File: config.mk
export PLATFORM = sky130hd
export DESIGN_NAME = integer_text_parser_flat
export DESIGN_NICKNAME = d
export VERILOG_FILES = /design/src/rtl/itp_pkg.sv /design/src/rtl/itp_in_if.sv /design/src/rtl/itp_out_if.sv /design/src/rtl/integer_text_parser.sv /design/src/rtl/itp_fifo.sv /design/src/rtl/itp_front.sv /design/src/rtl/itp_back.sv /design/src/flat_wrapper.sv
export VERILOG_INCLUDE_DIRS = /design/src /design/src/rtl
export SDC_FILE = /design/constraint.sdc
export NUM_CORES = 1
export LEC_CHECK = 0
export ABC_CLOCK_PERIOD_IN_PS = 5600
export CAP_MARGIN = 25
export CORE_ASPECT_RATIO = 1.25
export CORE_UTILIZATION = 40
export DETAILED_ROUTE_END_ITERATION = 10
export DONT_BUFFER_PORTS = 1
export GPL_TIMING_DRIVEN = 0
export PLACE_DENSITY_LB_ADDON = 0.12
export SYNTH_ARGS = -nofsm -noshare
export SYNTH_HDL_FRONTEND = slang
export SYNTH_SLANG_ARGS = --single-unit
File: constraint.sdc
create_clock -name clk -period 5.6 [get_ports clk]
set_input_delay 1.12 -clock clk [delete_from_list [all_inputs] [get_ports clk]]
set_output_delay 1.12 -clock clk [all_outputs]
set_load 0.05 [all_outputs]
File: src/rtl/assert_macros.svh
// Assertion helpers shared by the RTL.
`ifndef ASSERT_MACROS_SVH
`define ASSERT_MACROS_SVH

// Same-cycle implication, disabled during reset.
`define ASSERT_NOW(lbl, clk, rst, ante, cons, msg) \
  lbl: assert property (@(posedge clk) disable iff (rst) (ante) |-> (cons)) else $error(msg);

// Next-cycle implication, disabled during reset.
`define ASSERT_NEXT(lbl, clk, rst, ante, cons, msg) \
  lbl: assert property (@(posedge clk) disable iff (rst) (ante) |=> (cons)) else $error(msg);

`endif

File: src/rtl/itp_pkg.sv
`default_nettype none

package itp_pkg;

  localparam int ACC_W  = 64;
  localparam int BYTE_W = 8;
  localparam int ST_W   = 2;

  typedef enum logic [3:0] {
    PH_START     = 4'd0,
    PH_ULEAD     = 4'd1,
    PH_ZERO      = 4'd2,
    PH_ZERO_TAIL = 4'd3,
    PH_HEX_PRE   = 4'd4,
    PH_DEC_PRE   = 4'd5,
    PH_DEC       = 4'd6,
    PH_HEX       = 4'd7,
    PH_ERR       = 4'd8
  } phase_t;

  localparam logic [ST_W-1:0] ST_OK  = 2'd0;
  localparam logic [ST_W-1:0] ST_BAD = 2'd1;
  localparam logic [ST_W-1:0] ST_OOB = 2'd2;

  localparam logic [ACC_W-1:0] MAX_DIV10      = 64'd1844674407370955161;
  localparam logic [3:0]       MAX_LAST_DIGIT = 4'd5;
  localparam logic [ACC_W-1:0] SIGNED_MAX     = 64'h7FFF_FFFF_FFFF_FFFF;
  localparam logic [ACC_W-1:0] SIGNED_MIN_MAG = 64'h8000_0000_0000_0000;

  // Classified request as it travels from the front end to the back end.
  typedef struct packed {
    logic [3:0] digit;     // digit value, valid when is_hex
    logic       is_dec;
    logic       is_hex;
    logic       is_under;
    logic       is_plus;
    logic       is_minus;
    logic       is_x;
    logic       is_d;
    logic       has_byte;
    logic       last;
    logic       sgn;       // signed_mode sampled with the request
  } tok_t;

  // End-of-text record before the sign/range step.
  typedef struct packed {
    logic [ACC_W-1:0] val;
    logic [ST_W-1:0]  st;
    logic             neg;
    logic             sgn;
  } fin_t;

endpackage

`default_nettype wire

File: src/rtl/itp_in_if.sv
`default_nettype none

interface itp_in_if import itp_pkg::*; ();
  logic              valid;
  logic              ready;
  logic [BYTE_W-1:0] byte_value;
  logic              has_byte;
  logic              last;

  modport source (output valid, byte_value, has_byte, last, input ready);
  modport sink   (input valid, byte_value, has_byte, last, output ready);
endinterface

`default_nettype wire

File: src/rtl/itp_out_if.sv
`default_nettype none

interface itp_out_if import itp_pkg::*; ();
  logic             valid;
  logic             ready;
  logic [ACC_W-1:0] value;
  logic [ST_W-1:0]  status;

  modport source (output valid, value, status, input ready);
  modport sink   (input valid, value, status, output ready);
endinterface

`default_nettype wire

File: src/rtl/integer_text_parser.sv
// Channel   Dir   Payload                        Accepted when
// text      in    byte_value[8] has_byte last    text.valid && text.ready
// result    out   value[64] status[2]            result.valid && result.ready
// cfg       in    cfg_data (signed_mode)         cfg_we
//
// One request per cycle unless stalled; the front classifies and queues, the
// back runs one queued request per cycle (one x10 shift-add or hex shift).
// A taken last request fills the finish register, then the result register.
// Synchronous active-high reset; no clearing pass after reset.
// A waiting result stalls the back only on a later last request; the queue of
// QUEUE_DEPTH entries absorbs bytes meanwhile before text.ready drops.
`default_nettype none

module integer_text_parser import itp_pkg::*; #(
  parameter int QUEUE_DEPTH = 4
) (
  input  wire logic clk,
  input  wire logic rst,
  input  wire logic cfg_we,
  input  wire logic cfg_data,
  itp_in_if.sink    text,
  itp_out_if.source result
);

  logic push_valid;
  logic push_ready;
  tok_t push_data;
  logic pop_valid;
  logic pop_ready;
  tok_t pop_data;

  itp_front u_front (
    .clk        (clk),
    .rst        (rst),
    .cfg_we     (cfg_we),
    .cfg_data   (cfg_data),
    .text       (text),
    .push_valid (push_valid),
    .push_data  (push_data),
    .push_ready (push_ready)
  );

  itp_fifo #(
    .DEPTH (QUEUE_DEPTH)
  ) u_fifo (
    .clk        (clk),
    .rst        (rst),
    .push_valid (push_valid),
    .push_data  (push_data),
    .push_ready (push_ready),
    .pop_valid  (pop_valid),
    .pop_data   (pop_data),
    .pop_ready  (pop_ready)
  );

  itp_back u_back (
    .clk       (clk),
    .rst       (rst),
    .tok_valid (pop_valid),
    .tok       (pop_data),
    .tok_ready (pop_ready),
    .result    (result)
  );

endmodule

`default_nettype wire

File: src/rtl/itp_fifo.sv
`default_nettype none
`include "assert_macros.svh"

module itp_fifo import itp_pkg::*; #(
  parameter int DEPTH = 4
) (
  input  wire logic clk,
  input  wire logic rst,
  input  wire logic push_valid,
  input  tok_t      push_data,
  output logic      push_ready,
  output logic      pop_valid,
  output tok_t      pop_data,
  input  wire logic pop_ready
);

  localparam int PTR_W = (DEPTH > 1) ? $clog2(DEPTH) : 1;
  localparam int CNT_W = $clog2(DEPTH + 1);

  tok_t             mem [DEPTH];
  logic [PTR_W-1:0] wr_ptr;
  logic [PTR_W-1:0] rd_ptr;
  logic [CNT_W-1:0] cnt;
  logic             push;
  logic             pop;

  assign push_ready = (cnt != CNT_W'(DEPTH));
  assign pop_valid  = (cnt != '0);
  assign pop_data   = mem[rd_ptr];
  assign push       = push_valid && push_ready;
  assign pop        = pop_valid && pop_ready;

  always_ff @(posedge clk) begin
    if (push) begin
      mem[wr_ptr] <= push_data;
    end
  end

  always_ff @(posedge clk) begin
    if (rst) begin
      wr_ptr <= '0;
      rd_ptr <= '0;
      cnt    <= '0;
    end else begin
      if (push) begin
        wr_ptr <= (wr_ptr == PTR_W'(DEPTH - 1)) ? '0 : wr_ptr + 1'b1;
      end
      if (pop) begin
        rd_ptr <= (rd_ptr == PTR_W'(DEPTH - 1)) ? '0 : rd_ptr + 1'b1;
      end
      if (push && !pop) begin
        cnt <= cnt + 1'b1;
      end else if (pop && !push) begin
        cnt <= cnt - 1'b1;
      end
    end
  end

  `ASSERT_NOW(a_cnt_range, clk, rst, 1'b1, cnt <= CNT_W'(DEPTH), "queue count past depth")
  `ASSERT_NEXT(a_cnt_up, clk, rst, push && !pop, cnt == CNT_W'($past(cnt) + 1'b1), "count lost a push")
  `ASSERT_NEXT(a_cnt_down, clk, rst, pop && !push, cnt == CNT_W'($past(cnt) - 1'b1), "count lost a pop")

endmodule

`default_nettype wire

File: src/rtl/itp_front.sv
`default_nettype none

module itp_front import itp_pkg::*; (
  input  wire logic clk,
  input  wire logic rst,
  input  wire logic cfg_we,
  input  wire logic cfg_data,
  itp_in_if.sink    text,
  output logic      push_valid,
  output tok_t      push_data,
  input  wire logic push_ready
);

  logic              signed_mode;
  logic [BYTE_W-1:0] b;
  logic              is_dec;
  logic              is_alpha_hex;

  always_ff @(posedge clk) begin
    if (rst) begin
      signed_mode <= 1'b0;
    end else if (cfg_we) begin
      signed_mode <= cfg_data;
    end
  end

  assign b = text.byte_value;
  assign is_dec = (b >= 8'h30) && (b <= 8'h39);
  // 'A'..'F' and 'a'..'f' share low nibbles 1..6
  assign is_alpha_hex = ((b >= 8'h41) && (b <= 8'h46)) || ((b >= 8'h61) && (b <= 8'h66));

  always_comb begin
    push_data.digit    = is_dec ? b[3:0] : b[3:0] + 4'd9;
    push_data.is_dec   = is_dec;
    push_data.is_hex   = is_dec || is_alpha_hex;
    push_data.is_under = (b == 8'h5F);
    push_data.is_plus  = (b == 8'h2B);
    push_data.is_minus = (b == 8'h2D);
    push_data.is_x     = (b == 8'h78) || (b == 8'h58);
    push_data.is_d     = (b == 8'h64) || (b == 8'h44);
    push_data.has_byte = text.has_byte;
    push_data.last     = text.last;
    push_data.sgn      = signed_mode;
  end

  assign push_valid = text.valid;
  assign text.ready = push_ready;

endmodule

`default_nettype wire

File: src/rtl/itp_back.sv
`default_nettype none
`include "assert_macros.svh"

module itp_back import itp_pkg::*; (
  input  wire logic clk,
  input  wire logic rst,
  input  wire logic tok_valid,
  input  tok_t      tok,
  output logic      tok_ready,
  itp_out_if.source result
);

  phase_t           phase, phase_next;
  logic [ACC_W-1:0] acc, acc_next;
  logic             neg, neg_next;
  logic [ST_W-1:0]  err, err_next;

  logic             fin_valid;
  fin_t             fin, fin_d;
  logic             out_free;
  logic             fin_free;
  logic             pop;
  logic             fail_bad;
  logic             fail_oob;
  logic [ACC_W-1:0] acc_x10;
  logic             dec_ovf;
  logic [ACC_W-1:0] res_val;
  logic [ST_W-1:0]  res_st;

  assign out_free  = !result.valid || result.ready;
  assign fin_free  = !fin_valid || out_free;
  assign tok_ready = !tok.last || fin_free;
  assign pop       = tok_valid && tok_ready;

  assign acc_x10 = (acc << 3) + (acc << 1) + ACC_W'(tok.digit);
  assign dec_ovf = (acc > MAX_DIV10) || ((acc == MAX_DIV10) && (tok.digit > MAX_LAST_DIGIT));

  always_comb begin
    phase_next = phase;
    acc_next   = acc;
    neg_next   = neg;
    err_next   = err;
    fail_bad   = 1'b0;
    fail_oob   = 1'b0;
    if (pop && tok.has_byte) begin
      unique case (phase)
        PH_START: begin
          if (tok.is_under) begin
            phase_next = PH_START;
          end else if (tok.sgn && tok.is_minus) begin
            neg_next   = 1'b1;
            phase_next = PH_ULEAD;
          end else if (tok.sgn && tok.is_plus) begin
            phase_next = PH_ULEAD;
          end else if (tok.is_dec && tok.digit == 4'd0) begin
            phase_next = PH_ZERO;
          end else if (tok.is_dec) begin
            acc_next   = ACC_W'(tok.digit);
            phase_next = PH_DEC;
          end else begin
            fail_bad = 1'b1;
          end
        end
        PH_ULEAD: begin
          if (tok.is_under) begin
            phase_next = PH_ULEAD;
          end else if (tok.is_dec && tok.digit == 4'd0) begin
            phase_next = PH_ZERO;
          end else if (tok.is_dec) begin
            acc_next   = ACC_W'(tok.digit);
            phase_next = PH_DEC;
          end else begin
            fail_bad = 1'b1;
          end
        end
        PH_ZERO: begin
          if (tok.is_under) begin
            phase_next = PH_ZERO_TAIL;
          end else if (tok.is_x) begin
            phase_next = PH_HEX_PRE;
          end else if (tok.is_d) begin
            phase_next = PH_DEC_PRE;
          end else begin
            fail_bad = 1'b1;
          end
        end
        PH_ZERO_TAIL: begin
          fail_bad = !tok.is_under;
        end
        PH_HEX_PRE: begin
          if (tok.is_under) begin
            phase_next = PH_HEX_PRE;
          end else if (tok.is_hex) begin
            acc_next   = ACC_W'(tok.digit);
            phase_next = PH_HEX;
          end else begin
            fail_bad = 1'b1;
          end
        end
        PH_DEC_PRE: begin
          if (tok.is_under) begin
            phase_next = PH_DEC_PRE;
          end else if (tok.is_dec) begin
            acc_next   = ACC_W'(tok.digit);
            phase_next = PH_DEC;
          end else begin
            fail_bad = 1'b1;
          end
        end
        PH_DEC: begin
          if (tok.is_under) begin
            phase_next = PH_DEC;
          end else if (!tok.is_dec) begin
            fail_bad = 1'b1;
          end else if (dec_ovf) begin
            fail_oob = 1'b1;
          end else begin
            acc_next = acc_x10;
          end
        end
        PH_HEX: begin
          if (tok.is_under) begin
            phase_next = PH_HEX;
          end else if (!tok.is_hex) begin
            fail_bad = 1'b1;
          end else if (acc[ACC_W-1:ACC_W-4] != 4'd0) begin
            fail_oob = 1'b1;
          end else begin
            acc_next = {acc[ACC_W-5:0], tok.digit};
          end
        end
        default: begin
          phase_next = phase;
        end
      endcase
      if (fail_bad || fail_oob) begin
        phase_next = PH_ERR;
        acc_next   = '0;
        err_next   = fail_oob ? ST_OOB : ST_BAD;
      end
    end
  end

  // End-of-text record, taken from the state after this request's byte.
  always_comb begin
    fin_d.neg = neg_next;
    fin_d.sgn = tok.sgn;
    fin_d.val = '0;
    fin_d.st  = ST_OK;
    unique case (phase_next)
      PH_ZERO, PH_ZERO_TAIL: fin_d.st = ST_OK;
      PH_DEC, PH_HEX: fin_d.val = acc_next;
      PH_ERR: fin_d.st = err_next;
      default: fin_d.st = ST_BAD;
    endcase
  end

  // Sign and range step on the finish register.
  always_comb begin
    res_val = fin.val;
    res_st  = fin.st;
    if (res_st == ST_OK && fin.sgn) begin
      if (fin.neg) begin
        if (res_val > SIGNED_MIN_MAG) begin
          res_st = ST_OOB;
        end else begin
          res_val = ~res_val + 64'd1;
        end
      end else if (res_val > SIGNED_MAX) begin
        res_st = ST_OOB;
      end
    end
    if (res_st != ST_OK) begin
      res_val = '0;
    end
  end

  always_ff @(posedge clk) begin
    if (rst) begin
      phase <= PH_START;
      acc   <= '0;
      neg   <= 1'b0;
      err   <= ST_OK;
    end else if (pop && tok.last) begin
      phase <= PH_START;
      acc   <= '0;
      neg   <= 1'b0;
      err   <= ST_OK;
    end else begin
      phase <= phase_next;
      acc   <= acc_next;
      neg   <= neg_next;
      err   <= err_next;
    end
  end

  always_ff @(posedge clk) begin
    if (rst) begin
      fin_valid    <= 1'b0;
      result.valid <= 1'b0;
    end else begin
      if (pop && tok.last) begin
        fin_valid <= 1'b1;
      end else if (out_free) begin
        fin_valid <= 1'b0;
      end
      if (out_free) begin
        result.valid <= fin_valid;
      end
    end
  end

  always_ff @(posedge clk) begin
    if (pop && tok.last) begin
      fin <= fin_d;
    end
    if (out_free && fin_valid) begin
      result.value  <= res_val;
      result.status <= res_st;
    end
  end

  `ASSERT_NOW(a_err_acc_zero, clk, rst, phase == PH_ERR, acc == '0, "accumulator not cleared on error")
  `ASSERT_NEXT(a_fin_held, clk, rst, fin_valid && !out_free, fin_valid, "finish record dropped")
  `ASSERT_NOW(a_err_value_zero, clk, rst, result.valid && result.status != ST_OK, result.value == '0, "nonzero value with error status")

endmodule

`default_nettype wire
File: src/flat_wrapper.sv
// flat-port wrapper written by rule: the top's interface ports become plain ports
module integer_text_parser_flat import itp_pkg::*;
#(
  parameter int QUEUE_DEPTH = 4
)
  (clk, rst, cfg_we, cfg_data, text_valid, text_byte_value, text_has_byte, text_last, text_ready, result_valid, result_value, result_status, result_ready);
  itp_in_if text_i ();
  itp_out_if result_i ();
  input  wire logic clk;
  input  wire logic rst;
  input  wire logic cfg_we;
  input  wire logic cfg_data;
  input wire logic [$bits(text_i.valid)-1:0] text_valid;
  input wire logic [$bits(text_i.byte_value)-1:0] text_byte_value;
  input wire logic [$bits(text_i.has_byte)-1:0] text_has_byte;
  input wire logic [$bits(text_i.last)-1:0] text_last;
  output wire logic [$bits(text_i.ready)-1:0] text_ready;
  output wire logic [$bits(result_i.valid)-1:0] result_valid;
  output wire logic [$bits(result_i.value)-1:0] result_value;
  output wire logic [$bits(result_i.status)-1:0] result_status;
  input wire logic [$bits(result_i.ready)-1:0] result_ready;
  assign text_i.valid = text_valid;
  assign text_i.byte_value = text_byte_value;
  assign text_i.has_byte = text_has_byte;
  assign text_i.last = text_last;
  assign text_ready = text_i.ready;
  assign result_valid = result_i.valid;
  assign result_value = result_i.value;
  assign result_status = result_i.status;
  assign result_i.ready = result_ready;
  integer_text_parser #(.QUEUE_DEPTH(QUEUE_DEPTH)) u_core (.clk(clk), .rst(rst), .cfg_we(cfg_we), .cfg_data(cfg_data), .text(text_i), .result(result_i));
endmodule
==> impl_summary.md <==
Timing
Setup repair after global routing left no endpoint under its margin. Of the available clock period, the critical path in the final layout requires 97.32%. The transition at the pin with the smallest max-transition slack is 1051 ps. The minimum clock period after layout is about 5400 ps. The total of endpoints with negative setup slack in the final report is 0. The final number of max-transition violations came to 0. The worst hold slack is 496.2 ps.

The worst pin sits at a relative slew slack of 29.38%. On the final layout, the worst clock skew is ~38 ps. The setup slack of the critical path after layout is 150.1 ps.

The sum of negative setup slack is 0 ps. Derived from the worst setup path, the maximum achievable clock frequency is 183.5 MHz. The final-report hold violation count was 0.

Critical path
The setup path with the least slack is of type register to register. The reg-to-reg endpoint is u_core.u_back.fin[57]$_SDFFCE_PN0P_. The depth of the most critical reg-to-reg path is 18. Data on the critical path arrives at its endpoint at about 5800 ps. The startpoint type of the worst setup path is a register.

Data on the critical path is required at its endpoint by 5900 ps. The highest fanout seen on the critical path is 7. In this run the register-to-register setup slack is 150 ps. The worst setup path is captured at a register.

Hold path
The launch point of the worst hold path is u_core.u_back.fin_valid$_SDFFE_PP0P_. The terminating pin of the worst hold path is u_core.u_back.fin_valid$_SDFFE_PP0P_. The worst hold path belongs to the class register to register. Counting instances, the worst hold path has a depth of 2.

Cells and area
The most common library cell in the layout ignoring fill and taps is sky130_fd_sc_hd__nor2_1. Once layout is complete, the cells apart from fillers number approximately 2600. The library cells used most frequently in the layout, excluding fill and tap cells, are sky130_fd_sc_hd__nor2_1, sky130_fd_sc_hd__edfxtp_1, sky130_fd_sc_hd__nand2_1. The fraction of layout cells with a size suffix above 1 is 6.560%. The layout has ~4400 filler cells. The final net count is between 2000 and 2500. Compared with the post-synthesis result, the final layout area differs by 10.32%.

CTS
The tree built by TritonCTS fans out to approximately 270 sinks. The buffer cell driving the clock tree root is sky130_fd_sc_hd__clkbuf_16. For the worst-skew pair, the clock arrives at the later sink with an insertion delay of 600 ps. The number of buffers added to fix hold violations after cts is 0. In this run the number of H-tree levels came out at 1. TritonCTS built the clock tree. The worst-case clock buffer depth is 3. The clock slew seen by the registers of the worst setup and hold paths is 60 ps. Counting the buffers created by CTS gives 30.

Power and ir drop
The total leakage power is 0.007479 uW. Total power for the finished layout comes to 9835 uW. The power per cell area is slightly below 500 nW/um^2.

The worst-case IR drop observed on VDD is 346.3 uV.

Placed design
The pre-CTS setup slack is -418.7 ps. The congestion estimate from routability-driven global placement came to 0.9784. Detailed placement ended at an HPWL of approximately 50 mm. Port buffering added 0 buffers.

The number of placed cells counting well taps is 2577.

Run
The number of max-cap violations is 0.

Drt
After detailed routing, the average wire length per cell comes to 24.01 um. For this block, the routed nets add up to 63.30 mm of wire. The per-cell via count in the routed design is 6.032. The vias after detailed routing is ~16000. The iteration count of the initial detailed-routing pass is 6. The count of antenna-violating nets left after detailed routing is 0. The DRC violation total after the first TritonRoute iteration is 1109. After detailed routing, the number of remaining DRC violations is 0.

Global routing
The first global-routing pass estimated 95.91 mm of wire. The pin count of the biggest net entering global routing is 46. The total grt overflow is 0. The number of antenna violations at the first check in global routing is 2. The global-route usage over all layers is 26.68%. The via count of the first global-routing pass came to 15690.

Yosys
Sorting the synthesized cells by area gives the leading types as sky130_fd_sc_hd__edfxtp_1, sky130_fd_sc_hd__ha_1, sky130_fd_sc_hd__dfxtp_1, sky130_fd_sc_hd__nor2_1, sky130_fd_sc_hd__a21oi_1. The fraction of registers with async set or reset after synthesis is 0%. The distinct cell type count after synthesis is 94.

When the netlist entered floorplanning its net count stood at between 2000 and 2500. Summing the sequential cell areas from Yosys gives 40.04% of the chip area. The average instance in the mapped netlist occupies 9.219 sq um.

The most area-hungry cell type in the Yosys netlist is sky130_fd_sc_hd__edfxtp_1. Synthesis produced about 2000 cells. The commonest register cell after synthesis is sky130_fd_sc_hd__edfxtp_1. The total number of yosys warnings is 0. The flop and latch count out of synthesis is 273. The top cell type by area accounts for ~31% of the synthesized area.

In this run the cell area of the synthesized design comes to 18400 sq um. The count of flip-flops with a built-in enable after synthesis is 190.

Die
The die is 241.8 um tall. The top-level I/O count is 84. Once the floorplan was initialized, standard cells occupied 40.63% of the core. The floorplan step set the die width to between 150 and 200 um.

The number of placement rows is 87. The die covers approximately 47000 sq um. The core outline area is 45280 sq um.

Outcome
The run finished with clean final reports.
-- area by class of cell --
cell class / count / area, sq um / share of cell area (%)
multi-input combinational: 1572 / 10450 / 51.49
sequential: 273 / 7367 / 36.29
clock buffer: 39 / 794.5 / 3.914
tap: 578 / 723.2 / 3.563
buffer: 109 / 446.7 / 2.201
clock inverter: 17 / 280.3 / 1.381
inverter: 42 / 163.9 / 0.8075
timing repair buffer: 6 / 67.56 / 0.3329
antenna: 1 / 2.502 / 0.01233
-- cells in the mapped netlist (27+ instances only) --
library cell and instances:
sky130_fd_sc_hd__a21o_1 41, sky130_fd_sc_hd__a21oi_1 164, sky130_fd_sc_hd__nor3_1 40, sky130_fd_sc_hd__ha_1 134, sky130_fd_sc_hd__nand3_1 32, sky130_fd_sc_hd__xor2_1 77
sky130_fd_sc_hd__clkbuf_1 81, sky130_fd_sc_hd__nor2_1 260, sky130_fd_sc_hd__dfxtp_1 83, sky130_fd_sc_hd__nand2_1 172, sky130_fd_sc_hd__edfxtp_1 190, sky130_fd_sc_hd__o21ai_0 142
sky130_fd_sc_hd__nor2b_1 27, sky130_fd_sc_hd__xnor2_1 30, sky130_fd_sc_hd__o211ai_1 27, sky130_fd_sc_hd__inv_1 40
-- layer usage --
layer	share of wire [%]	up-vias	GRT usage, %	routed length, um
met5	0	-	0	0
met4	5.2	0	13.42	3323
met3	6.0	181	3.905	3783
met2	49	626	46.38	30730
met1	40	7555	32.06	25470
li1	-	7545	-	-
-- how the worst max path moves through the flow --
stage / startpoint / endpoint / slack [ps] / depth (start not counted)
after floorplan: result_ready / u_core.u_back.result.status[0]$_DFFE_PP_ / 970 / 2
after global placement: register / u_core.u_back.fin[57]$_SDFFCE_PN0P_ / -400 / 17
after detailed placement: register / u_core.u_back.fin[57]$_SDFFCE_PN0P_ / -420 / 17
after CTS: register / u_core.u_back.fin[57]$_SDFFCE_PN0P_ / -30 / 17
after global routing: register / u_core.u_back.fin[57]$_SDFFCE_PN0P_ / 8 / 18
final: register / u_core.u_back.fin[57]$_SDFFCE_PN0P_ / 150 / 18
-- sequential cells by signal, summed over array words and instances, names as in the netlist, named ones only --
| name | cells |
|---|---|
| u_core.u_back.err | 2 |
| u_core.u_fifo.mem | 56 |
| u_core.u_back.result.valid | 1 |
| u_core.u_back.phase | 4 |
| u_core.u_back.fin_valid | 1 |
| u_core.u_back.acc | 64 |
| u_core.u_back.result.value | 64 |
| u_core.u_back.neg | 1 |
| u_core.u_fifo.wr_ptr | 2 |
| u_core.u_fifo.rd_ptr | 2 |
| u_core.u_back.result.status | 2 |
| u_core.u_back.fin | 68 |
| u_core.u_fifo.cnt | 3 |
| u_core.u_front.signed_mode | 1 |
-- critical path: stages, from the launching register on --
cell and delay, ps:
sky130_fd_sc_hd__dfxtp_1 300, sky130_fd_sc_hd__buf_2 230, sky130_fd_sc_hd__mux4_2 610, sky130_fd_sc_hd__inv_1 100, sky130_fd_sc_hd__fa_1 460, sky130_fd_sc_hd__inv_1 90
sky130_fd_sc_hd__ha_1 130, sky130_fd_sc_hd__a21o_1 130, sky130_fd_sc_hd__and4_1 250, sky130_fd_sc_hd__o211ai_1 220, sky130_fd_sc_hd__a211oi_1 380, sky130_fd_sc_hd__a211oi_2 80
sky130_fd_sc_hd__buf_4 180, sky130_fd_sc_hd__o31ai_1 700, sky130_fd_sc_hd__a311oi_2 250, sky130_fd_sc_hd__xor2_1 220, sky130_fd_sc_hd__nor2_1 70, sky130_fd_sc_hd__a2111oi_0 540
sky130_fd_sc_hd__nor3_1 190
-- metrics by stage --
| stage | utilization [%] | cell area, sq um |
|---|---|---|
| after floorplan | - | 18400 |
| after global placement | 42.23 | 19120 |
| after detailed placement | 42.35 | 19180 |
| after CTS | 44.74 | 20260 |
| after global routing | 44.82 | 20300 |
| final | 44.82 | 20300 |
-- logic make-up (layout without fill, tap and decap cells) --
kind of cell               Yosys count  after routing  share of synthesized area (%)
xor gates and xnor gates           107            107                          5.093
other                                0              1                              0
and+or+nand+nor                    695            695                          18.26
muxes                               30             30                          2.475
AOI/OAI and AO/OA                  603            603                          21.38
buffers and inverters              151            213                          3.311
DFF                                273            273                          40.04
adders and majority gates          137            137                          9.438
-- what timing repair did --
action,in CTS,in global routing
gates resized for setup,4,3
pin swaps,0,2
endpoints found under the setup margin,10,8
cloned,0,0
setup buffers,0,3
-- power by group --
part / leakage, uW / switching, uW / internal, uW / total, uW
Clock: 0.000513 / 833 / 1320 / 2160
Sequential: 0.00247 / 753 / 2740 / 3490
Combinational: 0.00450 / 2960 / 1230 / 4190
Note: power is estimated with default switching activity, not from simulation.
